--- config.mk ---
export PLATFORM = sky130hd
export DESIGN_NAME = bwt_ram
export DESIGN_NICKNAME = d
export VERILOG_FILES = /design/src/sv/bwt_ram.sv
export SDC_FILE = /design/constraint.sdc
export NUM_CORES = 1
export LEC_CHECK = 0
export BUFFER_PORTS_ARGS = -buffer_cell sky130_fd_sc_hd__buf_2
export CORE_MARGIN = 4
export CORE_UTILIZATION = 40
export CTS_CLUSTER_SIZE = 8
export DETAILED_ROUTE_END_ITERATION = 10
export PLACE_DENSITY_LB_ADDON = 0.15
export SYNTH_ARGS = -nofsm -noshare
export SYNTH_HDL_FRONTEND = slang
export SYNTH_SLANG_ARGS = --single-unit
--- constraint.sdc ---
create_clock -name clock -period 2 [get_ports clock]
set_clock_uncertainty 0.05 [all_clocks]
set_input_delay 0.1 -clock clock [delete_from_list [all_inputs] [get_ports clock]]
set_output_delay 0.1 -clock clock [all_outputs]
set_load 0.05 [all_outputs]
--- src/sv/bwt_ram.sv ---
// Generic single-write, single-read synchronous RAM with registered read data.
// Depends on nothing.
module bwt_ram #(
   parameter int WIDTH = 8,
   parameter int DEPTH = 16
) (
   input  logic                     clock,
   input  logic                     wr_en,
   input  logic [$clog2(DEPTH)-1:0] wr_addr,
   input  logic [WIDTH-1:0]         wr_data,
   input  logic                     rd_en,
   input  logic [$clog2(DEPTH)-1:0] rd_addr,
   output logic [WIDTH-1:0]         rd_data
);

   logic [WIDTH-1:0] mem_ff [DEPTH];
   logic [WIDTH-1:0] rd_data_ff;

   always_ff @(posedge clock) begin
      if (wr_en) begin
         mem_ff[wr_addr] <= wr_data;
      end
      if (rd_en) begin
         rd_data_ff <= mem_ff[rd_addr];
      end
   end

   assign rd_data = rd_data_ff;

endmodule

# Word level (Yosys, flattened, before mapping)
# Memory sizes are Yosys's and may differ from the RTL's. A register that Yosys moved wholly into a read port is not among the register bits.
# Cells that the tools add are included.
# word_totals
in_bits	19
reg_bits	0
mem_bits_rw	128
output_inout_bits	8
elab_cells	3
n_memories	1
# op_classes
muxes	2
# mem_list
memory	words	word_bits	read_ports	rd_ports_with_merged_regs	wr	line	text
mem_ff	16	8	1	1	1	16	logic [WIDTH-1:0] mem_ff [DEPTH];
# ops
op	n
1-bit two-way mux	2

# Logic depth before layout (Yosys ltp)
# depth
word_depth	2
mapped_depth	5
mapped_depth_nobuf	3

# Least setup slack after synthesis
# OpenSTA, ideal clock, no wires.
# synth_timing
kind	input -> register
startpoint	input wr_addr[2]
endpoint	memory mem_ff[0][0] (enable)
path_slack_ns	0.357
cell_stages	2
n_path_buf	0
t_required_ns	1.567
t_arrival_ns	1.210
setup_time_ns	0.383
cell_sequence	or3b_2 nor3_1
# synth_rtl
item	line	text
start, declared	9	input logic [$clog2(DEPTH)-1:0] wr_addr,
end, declared	16	
# No word-level cell before the write port.

==> qor.txt <==
Status = finished, final reports clean
Number of clock sinks = 136
Initial DRC Count = 276
Mean post-synth cell area = 22.8 um^2
CP Buf/Inv Count = 0
Pin count of the biggest net entering global routing = 24
Top delay family on crit path = multiplexers
Top-count cell post-synth = edfxtp_1
CP endpoint kind = flop
Yosys top cell by area = edfxtp_1
Hold Buf Count CTS = 0
CTS Buffer Depth = 2
Starting Density = 0.411
Post-synth top area share = 0.781
Vias per cell = 5.37
Post_cts resized = 0
CP Cell Sequence = mux4_1 > a22oi_1 > nand2_1
LEAKAGE = 2.14 nW
Drt total wl = 11000 um
Post-route setup slack = 0.343 ns
Dpl ws = 0.197 ns
Worst-Skew Late Latency = 0.41 ns
Synthesis-stage register bit count = 136
Ant. Diodes = 0
TritonCTS Buffers = 17
I/O pin count = 27
Setup Buffers After CTS = 0
# H-tree levels = 4
Slew of the pin with the lowest slew margin = 0.499 ns
Clock root buffer master = clkbuf_16
CP Depth = 3
Gp weighted congestion = 0.735
Endpoints failing setup = 0
VDD IR-drop max = 0.483 mV
WS Path Type = reg -> reg
DP HPWL = 6820 um
Max incr delay on CP = 0.53 ns
Worst-path fanout max = 1
Setup TNS = 0 ns
Drt first pass iters = 4
R2R Path Start = mem_ff[1][5]
Total gr overflow = 0
# rows = 41
Worst reg-to-reg setup slack = 0.34 ns
Syn-to-layout area delta = 20.8%
Vias post-DR = 2539
Initial antenna violation count = 0
Most used flip-flop cell after synthesis = edfxtp_1
Crit path launch type = flop
Crit path launch = mem_ff[1][5]
Data arrival, critical path = 1.76 ns
DIE HEIGHT = 122 um
Die W = 122 um
Crit path time final = 1.66 ns
Commonest cells post-synth = edfxtp_1 (136), mux4_2 (18), a22oi_1 (16)
Vias in the first global route = 2568
R2r worst-path depth = 3
Core area = 12700 um^2
DP Area = 5690 um^2
DRT antenna net count = 0
Nets = 307
Routed wire per std cell = 23.2 um
Reg clk slew, reported paths = 0.06 ns
PwrDens = 1080 nW/um^2
Fin area = 6320 um^2
Residual DRC = 0
Hold Crit Start = wr_data[7]
Die area = 15000 um^2
Hold_ws = 0.0184 ns
Sequential area share after synthesis = 0.781
Hold Path Class = in -> reg
Max Freq = 604 MHz
First-pass GRT wire length = 16400 um
Post-Synthesis Cells = 229
CTS tree = built
Synth unique cells = 18
Cell Area, Synth = 5230 um^2
RSZ-0062 raised after global routing = no
Max-Cap Viols = 0
Critical Path RT = 2.10 ns
Slowest CP cell = mux4_1
Post-synth EDFFs = 136
Final Cycle Share = 0.828
Top post-synthesis cells by area = edfxtp_1 (78%), mux4_2 (7.8%), mux4_1 (7.0%), a22oi_1 (2.3%), nor2_1 (0.93%)
Hold depth = 1
Final Hold Viols = 0
Max-slew violations = 0
Net Count, Synth = 248
IO Port Bufs = 26
Warnings, synthesis = 0
Slew HR = 0.666
Global Route Usage Sum = 0.160
Post-synth ARST share = 0
Layout cells sized above 1 = 0.332
[power by group]
group	switching (mW)	total [mW]	internal [mW]
clock	1.16	3.25	2.09
sequential	0.0158	3.23	3.21
combinational	0.220	0.352	0.132
[cell families after synthesis]
| group | synth area share |
|---|---|
| flip-flops | 0.781 |
| AND/OR/NAND/NOR | 0.0314 |
| multiplexers | 0.148 |
| AO/OA/AOI/OAI | 0.0230 |
| buffers and inverters | 0.0165 |
[placed cells by master (no fill, tap or decap)]
cell type,count
bufinv_16,4
or3b_2,1
mux4_2,18
and2_1,1
nor3_1,4
nand2_1,9
buf_4,22
and2b_1,1
nand3_1,1
edfxtp_1,136
nor2b_1,1
buf_12,2
nand3b_1,2
clkinv_4,2
nor2_1,13
clkinv_2,2
clkinv_1,1
nand2b_1,2
clkbuf_16,17
a22oi_1,16
clkinvlp_4,3
inv_6,3
buf_2,26
mux4_1,14
[per-stage QoR]
| step | total power [mW] | util | std cells |
|---|---|---|---|
| final | 6.83 | 0.497 | 473 |
| after global routing | 7.08 | 0.497 | 473 |
| after CTS | 6.90 | 0.497 | 473 |
| after detailed placement | 3.65 | 0.447 | 441 |
| after global placement | 3.64 | 0.447 | 441 |
| after floorplan | 3.49 | - | 229 |
[final cells by class]
cell class | count | area, um^2
Fill cell | 1072 | 6400
Sequential cell | 136 | 4080
Multi-Input combinational cell | 83 | 1060
Clock buffer | 17 | 425
Timing Repair Buffer | 50 | 335
Tap cell | 172 | 215
Clock inverter | 15 | 200
[worst paths after layout]
kind             endpoint
max            rd_data[5]
min          mem_ff[5][7]
max reg2reg    rd_data[5]
min reg2reg    rd_data[0]
[state kept, by name, summed over array words and instances (netlist names)]
| signal | cells |
|---|---|
| rd_data | 8 |
| mem_ff | 128 |
[per-layer routing]
metal	part of all wire	up-vias	wire length, um	global-route usage
met1	0.45	1352	4980	0.230
met4	0.019	0	205	0.0644
met3	0.044	14	488	0.0355
met2	0.48	73	5290	0.240
met5	0	-	0	0
li1	-	1100	-	-
Power figures use the tool's default switching activity.
