<file path="src/sv/bwt_pkg.sv">
// Package for the bone weight top-four table.
// Holds field widths, request and status codes, and the update result struct.
// No dependencies.
package bwt_pkg;

   localparam int KIND_W      = 2;
   localparam int VID_W       = 12;
   localparam int BONE_IDX_W  = 8;
   localparam int BONE_W      = 9;
   localparam int WEIGHT_W    = 17;
   localparam int STATUS_W    = 2;
   localparam int COUNT_W     = 13;
   localparam int NUM_REPORTED = 4;
   localparam int MAX_BONES   = 256;
   localparam int RADIX_BITS  = 4;

   localparam int REQ_TDATA_W = 40;
   localparam int RSP_TDATA_W = 104;

   localparam logic [BONE_W-1:0]   EMPTY_BONE = 9'h1FF;
   localparam logic [WEIGHT_W-1:0] W_MAX      = 17'h1FFFF;

   typedef logic [KIND_W-1:0] kind_type;
   localparam kind_type KIND_CLEAR = 2'd0;
   localparam kind_type KIND_ADD   = 2'd1;
   localparam kind_type KIND_READ  = 2'd2;

   typedef enum logic [STATUS_W-1:0] {
      STATUS_OK       = 2'd0,
      STATUS_DROPPED  = 2'd1,
      STATUS_RANGE    = 2'd2,
      STATUS_BAD_KIND = 2'd3
   } status_type;

   typedef struct packed {
      logic       write_en;
      status_type status;
   } upd_result_type;

endpackage

</file>
<file path="src/sv/bwt_slot_update.sv">
// Slot update for one vertex row: clear, insert into the first empty slot,
// or replace the smallest weight if the new one is larger. Depends on bwt_pkg.
module bwt_slot_update #(
   parameter int SLOTS = 4
) (
   input  bwt_pkg::kind_type                               kind,
   input  logic                                            in_range,
   input  logic [bwt_pkg::BONE_IDX_W-1:0]                  bone_index,
   input  logic [bwt_pkg::WEIGHT_W-1:0]                    weight,
   input  logic [SLOTS-1:0][bwt_pkg::BONE_W-1:0]           cur_bone,
   input  logic [SLOTS-1:0][bwt_pkg::WEIGHT_W-1:0]         cur_weight,
   output logic [SLOTS-1:0][bwt_pkg::BONE_W-1:0]           new_bone,
   output logic [SLOTS-1:0][bwt_pkg::WEIGHT_W-1:0]         new_weight,
   output bwt_pkg::upd_result_type                         result
);
   import bwt_pkg::*;

   localparam int PW = (SLOTS > 1) ? $clog2(SLOTS) : 1;

   always_comb begin
      logic                found_empty;
      logic [PW-1:0]       pick;
      logic [WEIGHT_W-1:0] minw;

      found_empty = 1'b0;
      pick        = '0;
      minw        = '0;
      for (int j = 0; j < SLOTS; j++) begin
         if (!found_empty) begin
            if (cur_bone[j] == EMPTY_BONE) begin
               found_empty = 1'b1;
               pick        = PW'(j);
            end else if (j == 0 || cur_weight[j] < minw) begin
               minw = cur_weight[j];
               pick = PW'(j);
            end
         end
      end

      new_bone        = cur_bone;
      new_weight      = cur_weight;
      result.write_en = 1'b0;
      result.status   = STATUS_OK;

      if (kind != KIND_CLEAR && kind != KIND_ADD && kind != KIND_READ) begin
         result.status = STATUS_BAD_KIND;
      end else if (!in_range) begin
         result.status = STATUS_RANGE;
      end else begin
         case (kind)
            KIND_CLEAR: begin
               for (int j = 0; j < SLOTS; j++) begin
                  new_bone[j]   = EMPTY_BONE;
                  new_weight[j] = '0;
               end
               result.write_en = 1'b1;
            end
            KIND_ADD: begin
               if (32'(bone_index) >= MAX_BONES) begin
                  result.status = STATUS_DROPPED;
               end else if (found_empty || weight > minw) begin
                  new_bone[pick]   = {1'b0, bone_index};
                  new_weight[pick] = weight;
                  result.write_en  = 1'b1;
               end else begin
                  result.status = STATUS_DROPPED;
               end
            end
            KIND_READ: begin
               result.status = STATUS_OK;
            end
            default: begin
               result.status = STATUS_BAD_KIND;
            end
         endcase
      end
   end

endmodule

</file>
<file path="config.mk">
export PLATFORM = sky130hd
export DESIGN_NAME = bwt_slot_update
export DESIGN_NICKNAME = d
export VERILOG_FILES = /design/src/sv/bwt_pkg.sv /design/src/sv/bwt_slot_update.sv
export SDC_FILE = /design/constraint.sdc
export NUM_CORES = 1
export LEC_CHECK = 0
export ABC_AREA = 1
export BUFFER_PORTS_ARGS = -buffer_cell sky130_fd_sc_hd__buf_2
export CAP_MARGIN = 20
export CORE_MARGIN = 8
export CORE_UTILIZATION = 52
export DETAILED_ROUTE_END_ITERATION = 10
export PLACE_DENSITY = 0.95
export SKIP_LAST_GASP = 1
export SYNTH_ARGS = -nofsm -noshare
export SYNTH_HDL_FRONTEND = slang
export SYNTH_SLANG_ARGS = --single-unit
</file>
<file path="constraint.sdc">
create_clock -name vclk -period 20.6
set_clock_uncertainty 0.05 [all_clocks]
set_input_delay 1.03 -clock vclk [all_inputs]
set_output_delay 1.03 -clock vclk [all_outputs]
set_load 0.05 [all_outputs]
</file>
* After elaboration in Yosys (flattened, before gate mapping)
Cells that the tools add are included.
** Cells by class
- Order comparisons :: 6
- Equal/unequal tests :: 8
- Muxes and demuxes :: 48
- Reduce and logical (&&, ||, !) cells :: 7
** Operators by type and width (number)
- 68-bit two-way mux :: 3
- 17-bit two-way mux :: 11
- 68-bit case mux with 2 select lines :: 1
- 36-bit two-way mux :: 3
- 36-bit case mux with 2 select lines :: 1
- 68-bit bitwise mux :: 1
- 17-bit less-than comparator :: 3
- 36-bit bitwise mux :: 1
- 9-bit == test (second input constant) :: 4
- 17-bit demux with 2-bit select :: 1
- 9-bit demux with 2-bit select :: 1
- 17-bit greater-than comparator :: 1
- 2-bit two-way mux :: 8
- 1-bit two-way mux :: 14
- 9-bit two-way mux :: 1
- 2-bit case mux with 2 select lines :: 1
- 1-bit logical AND :: 3
- 2-bit by 3-bit less-than comparator with 1-bit output (second input constant) :: 1
- 2-bit by 1-bit == test with 1-bit output (second input constant) :: 1
- 2-bit == test (second input constant) :: 1
- 2-bit by 1-bit greater-or-equal comparator with 1-bit output (second input constant) :: 1
- 2-bit zero test :: 1
- 2-bit by 1-bit != test with 1-bit output (second input constant) :: 1
- 2-bit != test (second input constant) :: 1
- other kinds (4) :: 4
** Storage, ports and cells
- Register bits :: 0
- Input bits :: 132
- Output and inout bits :: 107

* Depth between registers and ports, before layout
- Depth after elaboration :: 23
- Mapped depth :: 61
- Gate-level depth less buffers :: 55

* Worst setup path after synthesis
OpenSTA, ideal clock, no wires.
- Path kind :: input to output
- From :: input cur_bone[8] (netlist bit)
- To :: output new_weight[35] (netlist bit)
- Arrival :: 9.005 ns
- Required time :: 19.520 ns
- Slack :: 10.515 ns
- Cell stages on the path :: 52
- Buffers on the path :: 6
- Cell sequence :: inv_1 > nor2_1 > nand3_2 > clkbuf_1 > clkbuf_1 > nand2_1 > ha_1 > a21o_1 > nor2_1 > nand2_1 > nand2_2 > nand4_1 > clkbuf_1 > o21ai_0 > o21ai_0 > ha_1 > a21oi_1 > nor2_1 > [... 16 more ...] > clkbuf_1 > o21ai_0 > ha_1 > a21oi_1 > o221a_2 > nor2_1 > o21ai_0 > o211ai_1 > nand2_1 > o211ai_1 > o21ai_0 > nand2_1 > nand3_2 > inv_1 > nand2_1 > buf_2 > nor2_1 > o21ai_0
** RTL lines
- start: declaration :: line bwt_slot_update.sv:10 : input logic [SLOTS-1:0][bwt_pkg::BONE_W-1:0] cur_bone,
- end: declaration :: line bwt_slot_update.sv:13 : output logic [SLOTS-1:0][bwt_pkg::WEIGHT_W-1:0] new_weight,

==> impl_metrics.toml <==
[drt]
wl_um = 19480
wl_per_cell_um = 15.77
via_count = 6991
drt-initial-drc-count = 739
dr.pass1.iters = 5
drc = 0
ant_nets = 0
viasPerCell = 5.661

[setup_path]
worst_ep_arrival_time_ns = 11.60
worstSetupPathType = "in2out"
worstPathBufferInverterCount = 5
slowest_stage = "nand3_1"
crit_path_end_kind = "output port"
critPathMaxFanout = 34
critPathMostFrequentCell = "nand2_1"
critPathRequiredTime_ns = 19.52
start_kind = "input pin"
cpLargestDelayFamily = "simple AND/OR/NAND/NOR gates"
cp_slowest_stage_delay_ns = 0.75

[power]
vdd.ir_drop.worst_mv = 0.02556
seqPwrFrac_pct = 0
power.net_switching_uw = 217.3
power_switching_share_pct = 72.41
power.density_mw_per_mm2 = 51.84
p_leak_uw = 0.003297
pwr-share-comb_pct = 100.0
pwr-share-clk_pct = 0
internal-power_uw = 82.82

[floorplan]
dieArea_mm2 = 0.01217
io_pins = 239
start_util_pct = 53.32
core_mm2 = 0.008678
rows = 34
die_w_um = 110.3
die_h_um = 110.3

[logic_synthesis]
ys.warnings.count = 0
synth_area_mm2 = 0.004627
synth.top_cell.area_share_pct = 28.88
ys_seq_area_share_pct = 0
syn-instance-count = 929
syn_area_per_cell_um2 = 4.981
yosysTopAreaCell = "nand2_1"
post_synth_num_cell_types = 30
synth_area_leaders = "nand2_1 29%, ha_1 17%, o21ai_0 10%"
synthesis.nets = 1125

[placed_design]
port_buffers = 239
postPlaceCellArea_mm2 = 0.005788
dp_cells = 1234
place_congestion = 0.9784
dp_hpwl_um = 16120

[clock_network]
post-cts-setup-buffers = 0
holdBufCountCts = 0
cts_resized = 0

[worst_hold_path]
hp-class = "in2out"
hold_depth = 4
hold_end = "new_bone[26]"
min-delay-start = "cur_bone[26]"

[layout]
design_area_mm2 = 0.005791
nets = 1324
seq_area_um2 = 0
seq_cell_count = 0
n_clock_buffer = 0
final_common_cell = "nand2_1"
syn2layout_area_growth_pct = 25.15
mostFrequentLayoutCells = "356 x nand2_1, 239 x buf_2, 96 x o21ai_0"
stdcell_count = 1235
drive_above_1_share_pct = 24.42

[sta]
finalSetupViolations = 0
fin_setup_tns_ns = 0
clock.fmax_ghz = 0.07889
rsz0062_at_grt = "no"
slew_violations = 0
period_share_pct = 61.53
relSlewSlack_pct = 36.19
period_needed_ns = 12.68
hold_viol = 0
tightest_slew_ns = 0.9543

[global_route]
grt_antenna_before_repair = 1
track_usage_pct = 29.99
grt_max_degree = 78
grt_pass1_vias = 6314
grt_pass1_wl_um = 30090
grt_remaining_overflow = 0

[job]
max-cap-violations = 0

[outcome]
status = "finished, final reports clean"
kinds of logic (layout without fill, tap and decap cells):
family                   count (synthesis)  count (layout)  synth area share (%)
AO/OA/AOI/OAI                          215             215                 24.42
buffers and inverters                  111             308                 9.816
AND/OR/NAND/NOR                        539             539                 48.46
adder cells (fa/ha/maj)                 64              64                 17.31
other                                    0               1                     0
power groups by stage:
| stage | sequential (uW) | clock, uW | combinational (uW) |
|---|---|---|---|
| finish | 0 | 0.00000649 | 300 |
| global route | 0 | 0.00000649 | 329 |
| CTS | 0 | 0 | 296 |
| detailed placement | 0 | 0 | 295 |
| global placement | 0 | 0 | 288 |
| floorplan | 0 | 0 | 220 |
layer usage:
metal / vias up / GRT usage [%] / routed length [um]
li1: 3469 / - / -
met1: 3087 / 38.85 / 7609
met2: 394 / 51.19 / 9184
met3: 41 / 4.593 / 2278
met4: 0 / 6.089 / 408
met5: - / 0 / 0
worst max path at each step:
stage                           to  slack (ns)         from  depth (start not counted)
CTS                    new_bone[2]        8.18  cur_bone[8]                         52
detailed placement     new_bone[2]        8.19  cur_bone[8]                         52
global route           new_bone[7]        6.88  cur_bone[8]                         52
floorplan           new_weight[35]       10.52  cur_bone[8]                         52
global placement       new_bone[0]        8.82  cur_bone[8]                         49
finish                 new_bone[2]        7.92  cur_bone[8]                         52
layout make-up:
type                       instances  area [um2]
multi-input combinational        818        4183
antenna                            1       2.502
fill                             872        2888
inverter                          65       244.0
tap                              108       135.1
timing repair buffer             243        1226
metrics by stage:
stage	setup slack (ns)	utilization (%)	power (uW)	hold WS, ns
3_3_place_gp	8.820	66.70	288.0	2.412
3_5_place_dp	8.186	66.70	294.8	2.423
6_report	7.925	66.72	300.2	2.427
2_1_floorplan	10.52	-	219.7	2.324
5_1_grt	6.879	66.72	329.3	2.442
4_1_cts	8.177	66.70	295.7	2.426
cells in the mapped netlist:
cell type  count
a211oi_1       3
a21boi_4       1
a21o_1         1
a21oi_1       31
a221oi_1       1
buf_2          9
buf_4          3
buf_6          2
clkbuf_1      32
ha_1          64
inv_1         63
inv_2          2
nand2_1      356
nand2_2        7
nand3_1       58
nand3_2        5
nand4_1        9
nor2_1        84
nor2_2         1
nor2_4         2
nor2_8         1
nor3_1         3
nor4_1         2
nor4b_1        2
o211ai_1       2
o21ai_0       96
o21ai_1       73
o21bai_1       6
o221a_2        1
or2_2          9
(Power assumes the default switching activity.)
