===== src/sv/bwt_pkg.sv =====
// Package for the bone weight top-four table.
// Holds field widths, request and status codes, and the update result struct.
// No dependencies.
package bwt_pkg;

   localparam int KIND_W      = 2;
   localparam int VID_W       = 12;
   localparam int BONE_IDX_W  = 8;
   localparam int BONE_W      = 9;
   localparam int WEIGHT_W    = 17;
   localparam int STATUS_W    = 2;
   localparam int COUNT_W     = 13;
   localparam int NUM_REPORTED = 4;
   localparam int MAX_BONES   = 256;
   localparam int RADIX_BITS  = 4;

   localparam int REQ_TDATA_W = 40;
   localparam int RSP_TDATA_W = 104;

   localparam logic [BONE_W-1:0]   EMPTY_BONE = 9'h1FF;
   localparam logic [WEIGHT_W-1:0] W_MAX      = 17'h1FFFF;

   typedef logic [KIND_W-1:0] kind_type;
   localparam kind_type KIND_CLEAR = 2'd0;
   localparam kind_type KIND_ADD   = 2'd1;
   localparam kind_type KIND_READ  = 2'd2;

   typedef enum logic [STATUS_W-1:0] {
      STATUS_OK       = 2'd0,
      STATUS_DROPPED  = 2'd1,
      STATUS_RANGE    = 2'd2,
      STATUS_BAD_KIND = 2'd3
   } status_type;

   typedef struct packed {
      logic       write_en;
      status_type status;
   } upd_result_type;

endpackage


===== src/sv/bwt_share_div.sv =====
// Four-lane restoring divider that turns slot weights into rounded shares
// of their sum, four quotient bits per cycle. Depends on bwt_pkg.
module bwt_share_div #(
   parameter int SUM_W     = 19,
   parameter int FRAC_BITS = 16
) (
   input  logic                                                  clock,
   input  logic                                                  reset,
   input  logic                                                  start,
   input  logic [SUM_W-1:0]                                      divisor,
   input  logic [bwt_pkg::NUM_REPORTED-1:0][bwt_pkg::WEIGHT_W-1:0] lane_weight,
   output logic                                                  busy,
   output logic [bwt_pkg::NUM_REPORTED-1:0][bwt_pkg::WEIGHT_W-1:0] lane_share
);
   import bwt_pkg::*;

   localparam int QUO_W = FRAC_BITS + 1;
   localparam int STEPS = (QUO_W + RADIX_BITS - 1) / RADIX_BITS;
   localparam int QP    = STEPS * RADIX_BITS;
   localparam int NW    = WEIGHT_W + FRAC_BITS + 1;
   localparam int CW    = (STEPS > 1) ? $clog2(STEPS) : 1;

   logic                                    busy_ff;
   logic [CW-1:0]                           cnt_ff;
   logic [SUM_W-1:0]                        div_ff;
   logic [NUM_REPORTED-1:0][SUM_W-1:0]      rem_ff;
   logic [NUM_REPORTED-1:0][QP-1:0]         quo_ff;
   logic [NUM_REPORTED-1:0][SUM_W-1:0]      rem_init;
   logic [NUM_REPORTED-1:0][QP-1:0]         quo_init;
   logic [NUM_REPORTED-1:0][SUM_W-1:0]      rem_in;
   logic [NUM_REPORTED-1:0][QP-1:0]         quo_in;

   always_comb begin
      logic [NW-1:0] dividend;
      for (int l = 0; l < NUM_REPORTED; l++) begin
         dividend    = {1'b0, lane_weight[l], {FRAC_BITS{1'b0}}} + NW'(divisor >> 1);
         rem_init[l] = SUM_W'(dividend >> QP);
         quo_init[l] = dividend[QP-1:0];
      end
   end

   always_comb begin
      logic [SUM_W:0]   trial;
      logic [SUM_W-1:0] r;
      logic [QP-1:0]    q;
      for (int l = 0; l < NUM_REPORTED; l++) begin
         r = rem_ff[l];
         q = quo_ff[l];
         for (int k = 0; k < RADIX_BITS; k++) begin
            trial = {r, q[QP-1]};
            q     = {q[QP-2:0], 1'b0};
            if (trial >= {1'b0, div_ff}) begin
               trial = trial - {1'b0, div_ff};
               q[0]  = 1'b1;
            end
            r = trial[SUM_W-1:0];
         end
         rem_in[l] = r;
         quo_in[l] = q;
      end
   end

   always_ff @(posedge clock) begin
      if (reset) begin
         busy_ff <= 1'b0;
         cnt_ff  <= '0;
      end else if (start) begin
         busy_ff <= 1'b1;
         cnt_ff  <= '0;
      end else if (busy_ff) begin
         cnt_ff <= cnt_ff + CW'(1);
         if (cnt_ff == CW'(STEPS - 1)) begin
            busy_ff <= 1'b0;
         end
      end
   end

   always_ff @(posedge clock) begin
      if (start) begin
         div_ff <= divisor;
         rem_ff <= rem_init;
         quo_ff <= quo_init;
      end else if (busy_ff) begin
         rem_ff <= rem_in;
         quo_ff <= quo_in;
      end
   end

   always_comb begin
      for (int l = 0; l < NUM_REPORTED; l++) begin
         if (32'(quo_ff[l]) > 32'(W_MAX)) begin
            lane_share[l] = W_MAX;
         end else begin
            lane_share[l] = WEIGHT_W'(quo_ff[l]);
         end
      end
   end

   assign busy = busy_ff;

endmodule


===== config.mk =====
export PLATFORM = sky130hd
export DESIGN_NAME = bwt_share_div
export DESIGN_NICKNAME = d
export VERILOG_FILES = /design/src/sv/bwt_pkg.sv /design/src/sv/bwt_share_div.sv
export SDC_FILE = /design/constraint.sdc
export NUM_CORES = 1
export LEC_CHECK = 0
export BUFFER_PORTS_ARGS = -buffer_cell sky130_fd_sc_hd__buf_2
export CAP_MARGIN = 20
export CORE_ASPECT_RATIO = 0.5
export CORE_MARGIN = 2
export CORE_UTILIZATION = 60
export CTS_CLUSTER_DIAMETER = 40
export DETAILED_ROUTE_END_ITERATION = 7
export GPL_ROUTABILITY_DRIVEN = 0
export PLACE_DENSITY = 0.79
export SETUP_SLACK_MARGIN = 0.3
export SYNTH_ARGS = -nofsm -noshare
export SYNTH_HDL_FRONTEND = slang
export SYNTH_SLANG_ARGS = --single-unit

===== constraint.sdc =====
create_clock -name clock -period 23.7 [get_ports clock]
set_input_delay 4.74 -clock clock [delete_from_list [all_inputs] [get_ports clock]]
set_output_delay 4.74 -clock clock [all_outputs]
set_load 0.05 [all_outputs]

### After elaboration in Yosys (flattened, before gate mapping)

Cells that the tools add are included.

* word-level logic and storage cells: 102
* bits of input ports: 90
* flip-flop bits (word level): 179
* output and inout port bits: 69

* equal/unequal tests: 1
* muxes and demuxes: 43
* reductions and logical operators: 2
* $add $sub $neg: 21
* $lt $le $gt $ge: 20

Operators with widths (number)
* $ge 20x19->1: 16
* $mux 19: 16
* $sub 19x19->19: 16
* $mux 80: 2
* $mux 71: 2
* $add 33x18->34: 4
* $gt 20x17->1 const B: 4
* $mux 17: 4
* $mux 1: 19
* $add 3x1->3 const B: 1
* $eq 3x3->1 const B: 1
* $reduce_bool 2->1: 1
* $reduce_or 2->1: 1

### Logic depth before layout (Yosys ltp)

* depth after elaboration: 10
* gate-level depth with buffers: 52

### Worst setup path after synthesis

No wires, ideal clock.

* path kind: register -> register
* start: register div_ff[1]
* end: register rem_ff[20] in the netlist's numbering (data pin)
* arrival: 11.165 ns
* clock period less this slack: 11.422 ns
* buffers on the path: 5
* library setup time: 0.257 ns
* path slack: 12.278 ns
* cell stages (with the launch flop): 44
* cells stage by stage: edfxtp_1 > inv_1 > fa_1 > a211oi_1 > o21ai_1 > a22oi_1 > nor3_1 > o31ai_2 > nand2_2 > buf_1 > mux2_2 > ha_1 > a21oi_1 > o21ai_0 > a221oi_1 > nand2_1 > a211o_1 > a211o_1 > (+8 left out) > a21boi_0 > nand3_1 > a221oi_1 > o31ai_4 > buf_2 > mux2_2 > ha_1 > o21a_1 > o31a_1 > o211ai_1 > a21oi_1 > a211o_1 > o31a_1 > o211a_1 > o21a_1 > buf_1 > or3_1 > a32o_1

* cells in the longest elaborated chain, start to end: 10

RTL lines
* start: declaration: RTL line bwt_share_div.sv:25 `logic [SUM_W-1:0] div_ff;`
* start signal: assignment: RTL line bwt_share_div.sv:80 `div_ff <= divisor;`
* $sub 19x19->19 / $ge 20x19->1 (equally long branches): RTL line bwt_share_div.sv:53, bwt_share_div.sv:52
* $mux 19: RTL line bwt_share_div.sv:52 `if (trial >= {1'b0, div_ff}) begin`
* $sub 19x19->19 / $ge 20x19->1 (equally long branches): RTL line bwt_share_div.sv:53, bwt_share_div.sv:52
* $mux 19: RTL line bwt_share_div.sv:52
* $ge 20x19->1 / $sub 19x19->19 (equally long branches): RTL line bwt_share_div.sv:52, bwt_share_div.sv:53
* $mux 19: RTL line bwt_share_div.sv:52
* $sub 19x19->19 / $ge 20x19->1 (equally long branches): RTL line bwt_share_div.sv:53, bwt_share_div.sv:52
* $mux 19 (*): RTL line bwt_share_div.sv:52
* $mux 71 (*): RTL line bwt_share_div.sv:83 `end else if (busy_ff) begin`
* $mux 71 (*): RTL line bwt_share_div.sv:79 `if (start) begin`
* end signal: assignment: RTL line bwt_share_div.sv:81 `rem_ff <= rem_init;`
* end signal: assignment: RTL line bwt_share_div.sv:84 `rem_ff <= rem_in;`
* end: declaration: RTL line bwt_share_div.sv:26 `logic [NUM_REPORTED-1:0][SUM_W-1:0] rem_ff;`

Mark *: on every way between the ends. The rest lies on a longest branch, timed or not. The select of a mux whose other input is x is not followed.
A chain may end at the register's enable or synchronous reset.

### Worst setup path in the final report

* start: register div_ff[7]
* end: register rem_ff[41] in the netlist's numbering (data pin)

Same word-level chain as after synthesis.

==> metrics.csv <==
metric,value,unit
outcome,completed,
Initial Util,60.6,%
Die H,152,um
"commonest non-fill, non-tap cell in the layout",ha_1,
CTS Buf Count,17,
Final Critical Period,14.30,ns
Cell Rows,54,
Layout Nets,3798,
Layout Cells excl Fill,3977,
hold_buf cts,0,
Avg WL per Cell,24.6,um
vias post-DR,27500,
slowest CP cell,a21o_1,
CP Class,flip-flop to flip-flop,
Post-synth top flop,edfxtp_1,
crit-path most repeated cell,a21oi_1,
Post-Route WL,97.7,mm
Post-synth EDFFs,155,
post-DP HPWL,74.2,mm
Yosys reg bits,179,
vias per cell,6.91,
Reg area,5130,um^2
Die ar.,45600,um^2
number of DRC markers in iteration 0,3683,
CTS Buffer Depth,2,
maximum clock frequency,69.9,MHz
syn_area_per_cell,8.12,um^2
Fin. Hold Viols,0,
worst path bufs/invs,5,
# H-tree levels,4,
CP Capture Type,flip-flop,
Worst Max-Slew Pin Slew,1.15,ns
Port Buffers,158,
"delay-heaviest family, CP",compound AO/OA/AOI/OAI gates,
Syn Inst Count,3236,
Final period util,60.3,%
Post-CTS Setup Bufs,0,
clock sinks,179,
crit path DAT,14.45,ns
CTS tree,yes,
Yosys Warn Count,0,
Critical Path Fanout Max,28,
vias in the first global route,25400,
"CTS clk-pin slew, worst paths",0.08,ns
DRC Markers,0,
Routed Antenna Nets,0,
area of the multi-input gates,20100,um^2
setup tns final,0,ns
Setup-failing EPs final,0,
Synth Cell Area,26300,um^2
gr ovfl total,0,
"commonest cells after routing, fill and taps aside","ha_1 (314), nand2_1 (302), a21oi_1 (239)",
Clock Latency Late Sink,0.49,ns
"Net Count, Synth",3660,
Die X,300,um
clk root buf,clkbuf_16,
Setup crit start kind,flip-flop,
Core Box Area,43400,um^2
DR pass1 iterations,7,
placed insts,3940,
total track usage,41.5,%
largest net degree at the start of global routing,86,
ys async rst share,0,%
worst stage delay on the critical path,0.88,ns
sequential fraction of the synthesis area,19.5,%
initial antenna violation count,4,
Max Cap Violations,0,
Worst Path Required,23.85,ns
Resize count post-CTS,0,
Synth cell types,92,
area grow syn2layout,8.53,%
RSZ-0062 raised after global routing,no,
layout cells sized above 1,12.1,%
worst hold path type,flip-flop to flip-flop,
Max-slew headroom,22.8,%
global-route wire length before repair,145,mm
clock skew,0.0203,ns
"Slew Viols, Final",0,
Fillers,3731,
boundary pin count,159,
-- worst min-delay path: stages (launching register included) --
cell	delay, ns
dfxtp_1	0.33
inv_1	0.07
o22ai_1	0.08
-- kinds of logic (layout without fill, tap and decap cells) --
logic type | after synthesis | in the layout | share of synthesized area, %
compound gates | 1004 | 1004 | 25.1
simple gates | 993 | 993 | 18.3
fa+ha+maj | 334 | 334 | 16.5
xor+xnor | 278 | 278 | 9.27
buf+inv | 272 | 423 | 3.98
flops | 179 | 179 | 19.5
mux | 176 | 176 | 7.32
other cells | 0 | 2 | 0
-- worst paths after layout --
path / startpoint / to / slack (ns) / cells past startpoint
setup / recovery: div_ff[7] / rem_ff[41] / 9.40 / 45
hold / removal: rem_ff[73] / rem_ff[73] / 0.52 / 2
setup reg to reg: div_ff[7] / rem_ff[41] / 9.40 / 45
hold reg to reg: rem_ff[73] / rem_ff[73] / 0.52 / 2
-- metrics by stage --
step           hold WS, ns  utilization [%]  setup slack [ns]  area (um^2)
2_1_floorplan        0.461                -             12.28        26300
4_1_cts              0.519             65.6             10.00        28400
3_3_place_gp         0.491             64.1             10.43        27800
5_1_grt              0.541             65.7              9.08        28500
3_5_place_dp         0.507             64.1             10.24        27800
6_report             0.520             65.7              9.40        28500
-- synthesized netlist by cell type, drive strengths merged (23+ instances only) --
| cell | count | area share [%] |
|---|---|---|
| a211oi | 42 | 1.2 |
| a21boi | 26 | 0.74 |
| a21o | 97 | 2.8 |
| a21oi | 241 | 4.6 |
| a31oi | 26 | 0.62 |
| and3 | 31 | 0.74 |
| buf | 23 | 0.42 |
| clkbuf | 57 | 0.81 |
| dfxtp | 24 | 1.8 |
| edfxtp | 155 | 18 |
| ha | 314 | 15 |
| inv | 191 | 2.7 |
| mux2 | 127 | 5.5 |
| mux2i | 49 | 1.9 |
| nand2 | 303 | 4.3 |
| nand2b | 60 | 1.4 |
| nand3 | 95 | 1.8 |
| nand4 | 53 | 1.3 |
| nor2 | 219 | 3.1 |
| nor2b | 48 | 1.1 |
| nor3 | 77 | 1.5 |
| o211ai | 38 | 1.1 |
| o21a | 64 | 1.8 |
| o21ai | 237 | 4.5 |
| o22ai | 23 | 0.55 |
| o31ai | 30 | 0.93 |
| xnor2 | 179 | 6.0 |
| xor2 | 99 | 3.3 |
-- flip-flops by register name, summed over array words and instances (netlist names) --
signal / cells
cnt_ff: 3
quo_ff: 80
rem_ff: 76
div_ff: 19
busy: 1
-- layout make-up --
| cell class | count | area share, % |
|---|---|---|
| sequential | 179 | 18.0 |
| inverter | 192 | 2.54 |
| clock buffer | 17 | 1.49 |
| antenna | 2 | 0.0176 |
| tap | 588 | 2.58 |
| multi-input combinational | 2785 | 70.6 |
| timing repair buffer | 199 | 4.01 |
| clock inverter | 15 | 0.742 |
-- routing by layer --
metal / up-vias / share of wire, % / GRT usage [%]
li1: 12400 / - / -
met5: - / 0 / 0
met2: 1825 / 40 / 59.0
met3: 456 / 15 / 13.6
met4: 0 / 7.1 / 24.0
met1: 12800 / 39 / 54.9
Power is not shown: default switching activity piles up to over one toggle a cycle in this logic, so the estimate is an artifact.
